$ cat src/cmb_pkg.sv
// ----------------------------------------------------------------------------
// Combination successor package
// Shared constants, codes and types for the combination successor block.
// ----------------------------------------------------------------------------
package cmb_pkg;

  localparam int MAX_STRENGTH = 8;
  localparam int MAX_ELEMENTS = 256;

  localparam int ENTRY_W     = 8;
  localparam int SLOT_W      = 3;
  localparam int COUNT_W     = 9;
  localparam int STRENGTH_W  = 4;
  localparam int CFG_INDEX_W = 2;
  localparam int CFG_DATA_W  = 9;

  localparam int KEFF_W = $clog2(MAX_STRENGTH + 1);
  localparam int IDX_W  = (MAX_STRENGTH > 1) ? $clog2(MAX_STRENGTH) : 1;
  localparam int CMP_W  = 12;

  localparam logic OP_LOAD    = 1'b0;
  localparam logic OP_ADVANCE = 1'b1;

  localparam logic [CFG_INDEX_W-1:0] REG_ELEMENT_COUNT = 2'd0;
  localparam logic [CFG_INDEX_W-1:0] REG_STRENGTH      = 2'd1;
  localparam logic [CFG_INDEX_W-1:0] REG_LEXICAL_ORDER = 2'd2;

  typedef enum logic [2:0] {
    ST_IDLE,
    ST_DECIDE,
    ST_REFILL,
    ST_EMIT,
    ST_ZERO
  } state_t;

  typedef struct packed {
    logic               load;
    logic               decide_lex;
    logic               decide_colex;
    logic               refill;
    logic               rotate;
    logic [KEFF_W-1:0]  k;
    logic [COUNT_W-1:0] n;
    logic [SLOT_W-1:0]  slot;
    logic [ENTRY_W-1:0] value;
  } cell_ctrl_t;

endpackage

$ cat src/cmb_cell.sv
// ----------------------------------------------------------------------------
// Combination successor cell
// Holds one entry of the combination and takes part in the pivot search chains.
// ----------------------------------------------------------------------------
module cmb_cell (
  input  logic                          clk,
  input  logic                          rst,
  input  cmb_pkg::cell_ctrl_t           ctrl,
  input  logic [cmb_pkg::IDX_W-1:0]     index,
  input  logic [cmb_pkg::ENTRY_W-1:0]   left_entry,
  input  logic [cmb_pkg::ENTRY_W-1:0]   right_entry,
  input  logic                          found_lo_in,
  input  logic                          found_hi_in,
  output logic [cmb_pkg::ENTRY_W-1:0]   entry,
  output logic                          found_lo_out,
  output logic                          found_hi_out,
  output logic                          not_last
);

  logic                      refill_mark;
  logic [cmb_pkg::CMP_W-1:0] s_w;
  logic [cmb_pkg::CMP_W-1:0] k_w;
  logic [cmb_pkg::CMP_W-1:0] n_w;
  logic [cmb_pkg::CMP_W-1:0] i_w;
  logic                      in_use;
  logic                      grow;
  logic                      cand;
  logic                      hit;

  assign s_w = cmb_pkg::CMP_W'(entry);
  assign k_w = cmb_pkg::CMP_W'(ctrl.k);
  assign n_w = cmb_pkg::CMP_W'(ctrl.n);
  assign i_w = cmb_pkg::CMP_W'(index);

  assign in_use   = i_w < k_w;
  assign grow     = in_use && (s_w + k_w < n_w + i_w);
  assign cand     = in_use && ((i_w + cmb_pkg::CMP_W'(1) == k_w) ||
                    (s_w + cmb_pkg::CMP_W'(1) != cmb_pkg::CMP_W'(right_entry)));
  assign not_last = in_use && (s_w != n_w - k_w + i_w);
  assign hit      = cmb_pkg::CMP_W'(ctrl.slot) == i_w;

  assign found_hi_out = found_hi_in | grow;
  assign found_lo_out = found_lo_in | cand;

  always_ff @(posedge clk) begin
    if (rst) begin
      entry       <= cmb_pkg::ENTRY_W'(index);
      refill_mark <= 1'b0;
    end else begin
      if (ctrl.load) begin
        if (hit) begin
          entry <= ctrl.value;
        end
      end else if (ctrl.decide_lex) begin
        if (grow && !found_hi_in) begin
          entry <= entry + cmb_pkg::ENTRY_W'(1);
        end
      end else if (ctrl.decide_colex) begin
        if (cand && !found_lo_in) begin
          entry <= entry + cmb_pkg::ENTRY_W'(1);
        end else if (!found_lo_out) begin
          entry <= cmb_pkg::ENTRY_W'(index);
        end
      end else if (ctrl.refill) begin
        if (refill_mark) begin
          entry <= left_entry + cmb_pkg::ENTRY_W'(1);
        end
      end else if (ctrl.rotate) begin
        entry <= right_entry;
      end
      if (ctrl.decide_lex) begin
        refill_mark <= in_use && !found_hi_out;
      end
    end
  end

endmodule

$ cat src/combination_successor.sv
// Load: no result. Advance with strength zero: one result.
// Advance otherwise: a decide state, a refill pass for a lexical step, then a full
// rotation that delivers the entries in use, one per cycle, from cell 0.
// A new item is taken after the last rotation; output stalls lengthen the rotation.
// Reset (synchronous, active high) loads entry i with i and the registers with 8, 2, 1.
// ----------------------------------------------------------------------------
// Combination successor
// Steps a stored sorted subset to its lexical or colex successor in a row of cells.
// ----------------------------------------------------------------------------
module combination_successor (
  input  logic                              clk,
  input  logic                              rst,
  input  logic                              in_valid,
  output logic                              in_ready,
  input  logic                              opcode,
  input  logic [cmb_pkg::SLOT_W-1:0]        slot,
  input  logic [cmb_pkg::ENTRY_W-1:0]       value,
  output logic                              out_valid,
  input  logic                              out_ready,
  output logic [cmb_pkg::SLOT_W-1:0]        position,
  output logic [cmb_pkg::ENTRY_W-1:0]       element,
  output logic                              advanced,
  output logic                              last,
  input  logic                              cfg_valid,
  output logic                              cfg_ready,
  input  logic [cmb_pkg::CFG_INDEX_W-1:0]   cfg_index,
  input  logic [cmb_pkg::CFG_DATA_W-1:0]    cfg_data
);

  localparam logic [cmb_pkg::KEFF_W-1:0] CNT_LAST =
    cmb_pkg::KEFF_W'(cmb_pkg::MAX_STRENGTH - 1);

  cmb_pkg::state_t              state;
  cmb_pkg::state_t              state_next;
  logic [cmb_pkg::KEFF_W-1:0]   cnt;
  logic [cmb_pkg::KEFF_W-1:0]   cnt_next;
  logic [cmb_pkg::COUNT_W-1:0]  element_count;
  logic [cmb_pkg::STRENGTH_W-1:0] strength;
  logic                         lexical_order;
  logic                         stepped;

  logic [cmb_pkg::KEFF_W-1:0]   k_eff;
  logic [cmb_pkg::COUNT_W-1:0]  n_eff;
  logic                         step_ok;
  logic                         lex_step;
  logic                         colex_step;
  logic                         accept;
  logic                         out_free;
  logic                         emit_due;
  logic                         emit_go;
  logic                         emit_load;
  cmb_pkg::cell_ctrl_t          ctrl;

  logic [cmb_pkg::ENTRY_W-1:0]  entries [cmb_pkg::MAX_STRENGTH];
  logic                         found_lo [cmb_pkg::MAX_STRENGTH+1];
  logic                         found_hi [cmb_pkg::MAX_STRENGTH+1];
  logic [cmb_pkg::MAX_STRENGTH-1:0] not_last_v;

  assign k_eff = (32'(strength) > cmb_pkg::MAX_STRENGTH) ?
                 cmb_pkg::KEFF_W'(cmb_pkg::MAX_STRENGTH) : cmb_pkg::KEFF_W'(strength);
  assign n_eff = (32'(element_count) > cmb_pkg::MAX_ELEMENTS) ?
                 cmb_pkg::COUNT_W'(cmb_pkg::MAX_ELEMENTS) : element_count;
  assign step_ok    = (n_eff != '0) && (32'(k_eff) < 32'(n_eff));
  assign lex_step   = step_ok && lexical_order && found_hi[0];
  assign colex_step = step_ok && !lexical_order && (|not_last_v);

  assign accept    = in_valid && in_ready;
  assign out_free  = !out_valid || out_ready;
  assign emit_due  = (state == cmb_pkg::ST_EMIT) && (cnt < k_eff);
  assign emit_go   = (state == cmb_pkg::ST_EMIT) && (!emit_due || out_free);
  assign emit_load = (emit_due && out_free) || ((state == cmb_pkg::ST_ZERO) && out_free);
  assign cfg_ready = 1'b1;

  assign found_lo[0] = 1'b0;
  assign found_hi[cmb_pkg::MAX_STRENGTH] = 1'b0;

  for (genvar g = 0; g < cmb_pkg::MAX_STRENGTH; g++) begin : g_cell
    cmb_cell u_cell (
      .clk          (clk),
      .rst          (rst),
      .ctrl         (ctrl),
      .index        (cmb_pkg::IDX_W'(g)),
      .left_entry   (entries[(g + cmb_pkg::MAX_STRENGTH - 1) % cmb_pkg::MAX_STRENGTH]),
      .right_entry  (entries[(g + 1) % cmb_pkg::MAX_STRENGTH]),
      .found_lo_in  (found_lo[g]),
      .found_hi_in  (found_hi[g+1]),
      .entry        (entries[g]),
      .found_lo_out (found_lo[g+1]),
      .found_hi_out (found_hi[g]),
      .not_last     (not_last_v[g])
    );
  end

  always_comb begin
    state_next = state;
    cnt_next   = cnt;
    unique case (state)
      cmb_pkg::ST_IDLE: begin
        if (accept && (opcode == cmb_pkg::OP_ADVANCE)) begin
          state_next = (k_eff == '0) ? cmb_pkg::ST_ZERO : cmb_pkg::ST_DECIDE;
        end
        cnt_next = '0;
      end
      cmb_pkg::ST_DECIDE: begin
        state_next = lex_step ? cmb_pkg::ST_REFILL : cmb_pkg::ST_EMIT;
        cnt_next   = '0;
      end
      cmb_pkg::ST_REFILL: begin
        if (cnt == CNT_LAST) begin
          state_next = cmb_pkg::ST_EMIT;
          cnt_next   = '0;
        end else begin
          cnt_next = cnt + cmb_pkg::KEFF_W'(1);
        end
      end
      cmb_pkg::ST_EMIT: begin
        if (emit_go) begin
          if (cnt == CNT_LAST) begin
            state_next = cmb_pkg::ST_IDLE;
            cnt_next   = '0;
          end else begin
            cnt_next = cnt + cmb_pkg::KEFF_W'(1);
          end
        end
      end
      cmb_pkg::ST_ZERO: begin
        if (out_free) begin
          state_next = cmb_pkg::ST_IDLE;
        end
      end
      default: begin
        state_next = cmb_pkg::ST_IDLE;
        cnt_next   = '0;
      end
    endcase
  end

  always_comb begin
    in_ready          = (state == cmb_pkg::ST_IDLE);
    ctrl.load         = accept && (opcode == cmb_pkg::OP_LOAD);
    ctrl.decide_lex   = (state == cmb_pkg::ST_DECIDE) && lex_step;
    ctrl.decide_colex = (state == cmb_pkg::ST_DECIDE) && colex_step;
    ctrl.refill       = (state == cmb_pkg::ST_REFILL);
    ctrl.rotate       = emit_go;
    ctrl.k            = k_eff;
    ctrl.n            = n_eff;
    ctrl.slot         = slot;
    ctrl.value        = value;
  end

  always_ff @(posedge clk) begin
    if (rst) begin
      state         <= cmb_pkg::ST_IDLE;
      cnt           <= '0;
      stepped       <= 1'b0;
      out_valid     <= 1'b0;
      element_count <= cmb_pkg::COUNT_W'(8);
      strength      <= cmb_pkg::STRENGTH_W'(2);
      lexical_order <= 1'b1;
    end else begin
      state <= state_next;
      cnt   <= cnt_next;
      if (state == cmb_pkg::ST_DECIDE) begin
        stepped <= lex_step || colex_step;
      end
      if (emit_load) begin
        out_valid <= 1'b1;
      end else if (out_ready) begin
        out_valid <= 1'b0;
      end
      if (cfg_valid && cfg_ready) begin
        unique case (cfg_index)
          cmb_pkg::REG_ELEMENT_COUNT: element_count <= cfg_data;
          cmb_pkg::REG_STRENGTH:      strength <= cmb_pkg::STRENGTH_W'(cfg_data);
          cmb_pkg::REG_LEXICAL_ORDER: lexical_order <= cfg_data[0];
          default: begin
          end
        endcase
      end
    end
  end

  always_ff @(posedge clk) begin
    if (emit_load) begin
      if (state == cmb_pkg::ST_ZERO) begin
        position <= '0;
        element  <= '0;
        advanced <= 1'b0;
        last     <= 1'b1;
      end else begin
        position <= cmb_pkg::SLOT_W'(cnt);
        element  <= entries[0];
        advanced <= stepped;
        last     <= (cnt + cmb_pkg::KEFF_W'(1) == k_eff);
      end
    end
  end

`ifndef SYNTHESIS
  a_zero_path: assert property (@(posedge clk) disable iff (rst)
    (accept && (opcode == cmb_pkg::OP_ADVANCE) && (k_eff == '0)) |=>
    (state == cmb_pkg::ST_ZERO))
    else $error("strength zero advance did not take the single result path");

  a_decide_once: assert property (@(posedge clk) disable iff (rst)
    (state == cmb_pkg::ST_DECIDE) |=>
    ((state == cmb_pkg::ST_REFILL) || (state == cmb_pkg::ST_EMIT)))
    else $error("decide phase did not move on to refill or emit");

  a_cnt_idle: assert property (@(posedge clk) disable iff (rst)
    (cnt != '0) |-> ((state == cmb_pkg::ST_REFILL) || (state == cmb_pkg::ST_EMIT)))
    else $error("cycle counter running outside refill or emit");

  a_emit_valid: assert property (@(posedge clk) disable iff (rst)
    emit_load |=> out_valid)
    else $error("emitted result did not reach the output register");
`endif

endmodule
$ cat config.mk
export PLATFORM = sky130hd
export DESIGN_NAME = combination_successor
export DESIGN_NICKNAME = d
export VERILOG_FILES = /design/src/cmb_pkg.sv /design/src/cmb_cell.sv /design/src/combination_successor.sv
export SDC_FILE = /design/constraint.sdc
export NUM_CORES = 1
export LEC_CHECK = 0
export ABC_AREA = 1
export BUFFER_PORTS_ARGS = -buffer_cell sky130_fd_sc_hd__buf_2
export CAP_MARGIN = 5
export CORE_MARGIN = 5
export CORE_UTILIZATION = 49
export CTS_BUF_LIST = sky130_fd_sc_hd__clkbuf_16
export DETAILED_ROUTE_END_ITERATION = 8
export MAX_ROUTING_LAYER = met4
export PLACE_DENSITY = 0.65
export RECOVER_POWER = 50
export SLEW_MARGIN = 20
export SYNTH_ARGS = -nofsm -noshare
export SYNTH_HDL_FRONTEND = slang
export SYNTH_SLANG_ARGS = --single-unit
$ cat constraint.sdc
create_clock -name clk -period 15.3 [get_ports clk]
set_clock_uncertainty 0.1 [all_clocks]
set_input_delay 3.06 -clock clk [delete_from_list [all_inputs] [get_ports clk]]
set_output_delay 3.06 -clock clk [all_outputs]
set_load 0.03 [all_outputs]
Word level (Yosys, flattened, before mapping):

Cells that the tools add are included.

* $lt $le $gt $ge: 20
* muxes and demuxes: 94
* bitwise operators: 16
* reductions and logical operators: 111
* add/subtract/negate cells: 40
* equal/unequal tests: 75

Operators by type and width (count)
* $mux W8: 79
* $ne A12 B8 Y1: 8
* $ne A8 B12 Y1: 8
* $lt A12 B12 Y1: 7
* $add A8 B1 Y9 const B: 8
* $add A8 B4 Y9: 8
* $add A8 B1 Y8 const B: 8
* $logic_and A1 B1 Y1: 60
* $add A12 B3 Y12 const B: 4
* $add A9 B3 Y10 const B: 4
* $ne A5 B1 Y1 const B: 8
* $reduce_and A5 Y1: 8
* $ne A5 B5 Y1 const B: 7
* $add A12 B2 Y12 const B: 2
* $ne A3 B1 Y1 const B: 8
* $ne A2 B1 Y1 const B: 11
* $add A9 B2 Y10 const B: 2
* $logic_not A1 Y1: 18
* $mux W3: 6
* $eq A3 B4 Y1 const A: 4
* $lt A3 B4 Y1 const A: 4
* $eq A3 B3 Y1 const B: 5
* $pmux W3 S5: 1
* $or A1 B1 Y1: 14
* 37 further kinds: 64

* bits of input ports: 28
* logic and storage cells: 383
* output and inout port bits: 16
* flip-flop bits (word level): 108

Longest topological paths before layout:

* depth after elaboration: 17
* depth in mapped cells: 39
* gate-level depth less buffers: 36

By module:

From an unflattened synthesis, not the netlist that was laid out.

* cell total of the unflattened synthesis: 3877
* area, all modules: 23359.9 um2

Modules (own cells, without submodules)
* cmb_cell at g_cell[2].u_cell ...: area each 2673.8 um2, sequential area each 210.2 um2, cells each 451, instances 5
* cmb_cell at g_cell[1].u_cell: area each 2706.3 um2, sequential area each 210.2 um2, cells each 464, instances 1
* cmb_cell at g_cell[4].u_cell: area each 2690.1 um2, sequential area each 210.2 um2, cells each 454, instances 1
* cmb_cell at g_cell[0].u_cell: area each 2662.6 um2, sequential area each 210.2 um2, cells each 464, instances 1
* combination_successor: area each 1931.9 um2, sequential area each 850.8 um2, cells each 240, instances 1

Worst setup path before layout:

No wires, ideal clock.

* kind: reg2reg
* start: register strength[3] (netlist name)
* end: register g_cell[5].u_cell.entry[6] (netlist name)
* period minus slack after synthesis: 5642 ps
* path buffers: 3
* slack: 9658 ps
* data required time: 15088 ps
* arrival: 5431 ps
* cell stages (with the launch flop): 27
* path through: dfxtp_1 -> clkbuf_1 -> a21oi_1 -> inv_1 -> fa_1 -> or2_2 -> nand2_1 -> inv_1 -> ha_1 -> clkbuf_1 -> a21oi_1 -> xor2_1 -> xor2_1 -> nand3b_1 -> nor2_1 -> nand2_1 -> nand2_1 -> nand2_1 -> nor2_1 -> nand2_2 -> nand2_4 -> nand4_4 -> nand2_1 -> buf_4 -> nand2_1 -> nand2_1 -> nor2_1

* longest elaborated chain between the ends: 16

Ends and longest elaborated chain
* start, declared: line combination_successor.sv:38 `logic [cmb_pkg::STRENGTH_W-1:0] strength;`
* start signal, assigned: line combination_successor.sv:158 `strength <= cmb_pkg::STRENGTH_W'(2);`
* start signal, assigned: line combination_successor.sv:174 `cmb_pkg::REG_STRENGTH: strength <= cmb_pkg::STRENGTH_W'(cfg_data);`
* $gt A4 B4 Y1: line combination_successor.sv:59 `assign k_eff = (32'(strength) > cmb_pkg::MAX_STRENGTH) ?`
* $mux W4 (*): line combination_successor.sv:59
* $add A8 B4 Y9: line cmb_cell.sv:36 `assign grow = in_use && (s_w + k_w < n_w + i_w);`
* $lt A12 B12 Y1: line cmb_cell.sv:36
* $logic_and A1 B1 Y1: line cmb_cell.sv:36
* $or A1 B1 Y1 (7 in series): line cmb_cell.sv:42 `assign found_hi_out = found_hi_in | grow;`
* $logic_and A1 B1 Y1: line combination_successor.sv:64 `assign lex_step = step_ok && lexical_order && found_hi[0];`
* $logic_and A1 B1 Y1: line combination_successor.sv:141 `ctrl.decide_lex = (state == cmb_pkg::ST_DECIDE) && lex_step;`
* $ne A5 B5 Y1 (no line), or another cell as far along
* $reduce_and A5 Y1 (no line) or $mux W8 (tied branches)
* end signal, assigned: line cmb_cell.sv:62 `entry <= cmb_pkg::ENTRY_W'(index);`
* end signal, assigned: line cmb_cell.sv:66 `entry <= left_entry + cmb_pkg::ENTRY_W'(1);`
* end signal, assigned: line cmb_cell.sv:69 `entry <= right_entry;`
* end, declared: line cmb_cell.sv:14 `output logic [cmb_pkg::ENTRY_W-1:0] entry,`

Mark *: on every way between the ends. The rest lies on a longest branch, timed or not.
A chain may end at the register's enable or synchronous reset.

Final worst setup path:

* start: register strength[3] (netlist name)
* end: register g_cell[6].u_cell.entry[3] (netlist name)

* longest elaborated chain between the ends: 16

Ends and longest elaborated chain (line)
* $gt A4 B4 Y1: combination_successor.sv:59
* $mux W4 (*): combination_successor.sv:59
* $add A8 B4 Y9, or another cell as far along: cmb_cell.sv:36
* $lt A12 B12 Y1 or $logic_or A1 B1 Y1 (tied branches): cmb_cell.sv:36, cmb_cell.sv:37
* $logic_and A1 B1 Y1, on equally long branches: cmb_cell.sv:36, cmb_cell.sv:37
* $or A1 B1 Y1, on equally long branches (5 in series): cmb_cell.sv:42, cmb_cell.sv:43
* $or A1 B1 Y1 or $logic_not A1 Y1 (tied branches): cmb_cell.sv:42, cmb_cell.sv:59
* $or A1 B1 Y1 or $logic_and A1 B1 Y1 (tied branches): cmb_cell.sv:42, cmb_cell.sv:59
* $logic_and A1 B1 Y1 or $mux W8 (tied branches): combination_successor.sv:64, cmb_cell.sv:59
* $logic_and A1 B1 Y1 or $mux W8 (tied branches): combination_successor.sv:141, cmb_cell.sv:58
* $ne A5 B5 Y1 (no line), or another cell as far along
* $reduce_and A5 Y1 (no line) or $mux W8 (tied branches)
* end signal, assigned: cmb_cell.sv:62
* end signal, assigned: cmb_cell.sv:66
* end signal, assigned: cmb_cell.sv:69
* end, declared: cmb_cell.sv:14

Marked as above.

==> reports/metrics.cfg <==
[outcome]
status=complete, but fails checks
failed_checks=max-capacitance violations, max-slew violations

[sta]
relSlewSlack_pct=-89.8
rsz0062_at_grt=no
setup_tns_ns=0
hold_viol=0
tightest_slew_ns=2.85
final_max_slew_viol_count=50
fin_crit_ns=10.34
setup_viol=0
finalCritPeriodShare_pct=67.6
fmax_mhz=96.7

[layout]
nets=2671
postLayoutCellArea_mm2=0.0156
final_cell_mix=nand2_1, nor2_1, inv_1
syn2layout_area_growth_pct=4.20
mostFrequentLayoutCell=nand2_1
fin_util_pct=51.3
drive_above_1_share_pct=5.39

[drt]
wl_um=69900
first_pass_iters=5
via_per_inst=6.00
drc_errors=0
drt_iter0_markers=2147
vias=17400
antenna_left=0
wl_per_cell_um=24.1

[floorplanning]
start_util_pct=49.2
core_area_mm2=0.0303
die_y_um=185
die_w_um=185
row_count=64
io_pins=44
die_area_mm2=0.0341

[synthesis]
synth_top_area_share_pct=18.9
synth_ff_type=dfxtp_1
syn-num-nets=2693
avgSynthCellArea_um2=5.92
synth_area_mm2=0.0149
synth-async-reset-ratio_pct=0
yosysTopAreaCell=nand2_1
synth_warnings=0
synthCells=2523
yosysSeqAreaShare_pct=15.4
ys_ff_latch=108
synth_edf_count=13
ys_types=56
synthTopCellsByArea=nand2_1, dfxtp_1, ha_1

[critical_path]
criticalPathCategory=flip-flop to flip-flop
worst_setup_path_start_kind=flip-flop
crit_fanout=49
worst_path_max_delay_cell=clkbuf_1
crit_arrival_ns=10.58
crit_top_cell=nor2_1
critPathRequiredTime_ns=15.54
cpPeakStageDelay_ns=2.00
cp-end-kind=flip-flop

[pwr]
p_sw_share_pct=59.4
irDropWorstVdd_uv=84.1
seqPwrFrac_pct=21.4
pwr-share-comb_pct=68.1
internal-power_w=0.00101
p_per_area_mw_per_mm2=159
p_sw_w=0.00147
power.share.clock_pct=10.6
leakagePower_nw=7.91

[clock_network]
cts_setup_buffers=0
clock-sinks=108
hold_buffers=0
cts.clk_slew.worst_paths_ns=0.10
cts_buffer_depth=2
htreeDepth=3
clkLatencyLatePin_ns=0.41
post_cts_resized=0
clockRootBuffer=clkbuf_16
cts_made_buffers=9
cts_tree=yes

[grt]
grt_usage_pct=41.9
grt_max_degree=69
grt_first_pass_wirelength_um=104000
antenna_found_initial=3
grt_pass1_vias=16200
overflow=0

[placed_design]
finalWeightedCongestion=1.08
placed_area_mm2=0.0153
io_buffer_count=42
dp_hpwl_um=53400

[run]
drv_cap=1

[hold_path]
hp-class=flip-flop to flip-flop

-- cell families (layout without fill, tap and decap cells) --
kind of cell | Yosys count | after routing | share of synthesized area (%)
other cells | 1 | 3 | 0.0251
simple gates | 1391 | 1391 | 39.6
fa+ha+maj | 142 | 142 | 12.4
buf+inv | 373 | 356 | 10.3
xor+xnor | 172 | 172 | 10.1
compound gates | 336 | 336 | 12.3
flops | 108 | 108 | 15.4
-- power by group through the flow --
| stage | Combinational [W] | Sequential [W] | Clock, W |
|---|---|---|---|
| floorplan | 0.00122 | 0.000447 | 0 |
| global placement | 0.00161 | 0.000525 | 0 |
| detailed placement | 0.00163 | 0.000523 | 0 |
| CTS | 0.00164 | 0.000518 | 0.000263 |
| global route | 0.00187 | 0.000526 | 0.000270 |
| finish | 0.00169 | 0.000529 | 0.000261 |
-- metrics by stage --
step                      total power, W  worst slack (ns)  std cells  hold slack, ns
final                            0.00248              4.96       2904           0.367
after global routing             0.00266              4.52       2904           0.384
after CTS                        0.00242              7.57       2902           0.362
after detailed placement         0.00215              7.62       2886           0.349
after global placement           0.00214              7.39       2886           0.350
after floorplan                  0.00166              9.66       2523           0.328
-- path summary, 6_finish.rpt --
kind	to	depth (start not counted)	slack, ns	startpoint
worst min-delay path	g_cell[0].u_cell.refill_mark	2	0.37	g_cell[0].u_cell.refill_mark
worst min register to register	g_cell[0].u_cell.refill_mark	2	0.37	g_cell[0].u_cell.refill_mark
worst max register to register	g_cell[6].u_cell.entry[3]	27	4.96	strength[3]
worst max-delay path	g_cell[6].u_cell.entry[3]	27	4.96	strength[3]
-- worst max-delay path: cells and delay by family, from the launching register on --
kind / cells / cell delay [ns]
compound gates: 5 / 1.00
xor+xnor: 1 / 0.41
fa+ha+maj: 2 / 0.70
buf+inv: 4 / 3.00
flops: 1 / 0.53
simple gates: 15 / 4.46
-- sequential cells by signal (all words and copies together) (netlist names), 3 cells and up --
register and count:
state 3, strength 4, element_count 9, position 3
cnt 4, element 8, g_cell.u_cell.refill_mark 8, g_cell.u_cell.entry 64
-- final cells by class --
type / instances / area, um2
sequential: 108 / 2290
antenna: 2 / 5.00
clock inverter: 7 / 67.6
clock buffer: 9 / 225
timing repair buffer: 57 / 292
fill: 3249 / 14800
multi-input combinational: 2042 / 11100
inverter: 283 / 1060
tap: 396 / 495
-- routing by layer --
layer / GRT usage (%) / share of wire (%) / wire, um
met1: 53.5 / 40 / 28000
met3: 9.00 / 11 / 7910
met5: - / 0 / 0
met4: 24.4 / 7.3 / 5130
met2: 60.9 / 41 / 28900
-- synthesized netlist by cell type (23+ instances only) --
| library cell | count |
|---|---|
| a21oi_1 | 111 |
| clkbuf_1 | 55 |
| dfxtp_1 | 95 |
| ha_1 | 133 |
| inv_1 | 262 |
| nand2_1 | 752 |
| nand3_1 | 215 |
| nand4_1 | 24 |
| nor2_1 | 284 |
| nor3_1 | 33 |
| o21ai_0 | 164 |
| xnor2_1 | 23 |
| xor2_1 | 148 |
Note: power is estimated with default switching activity, not from simulation.
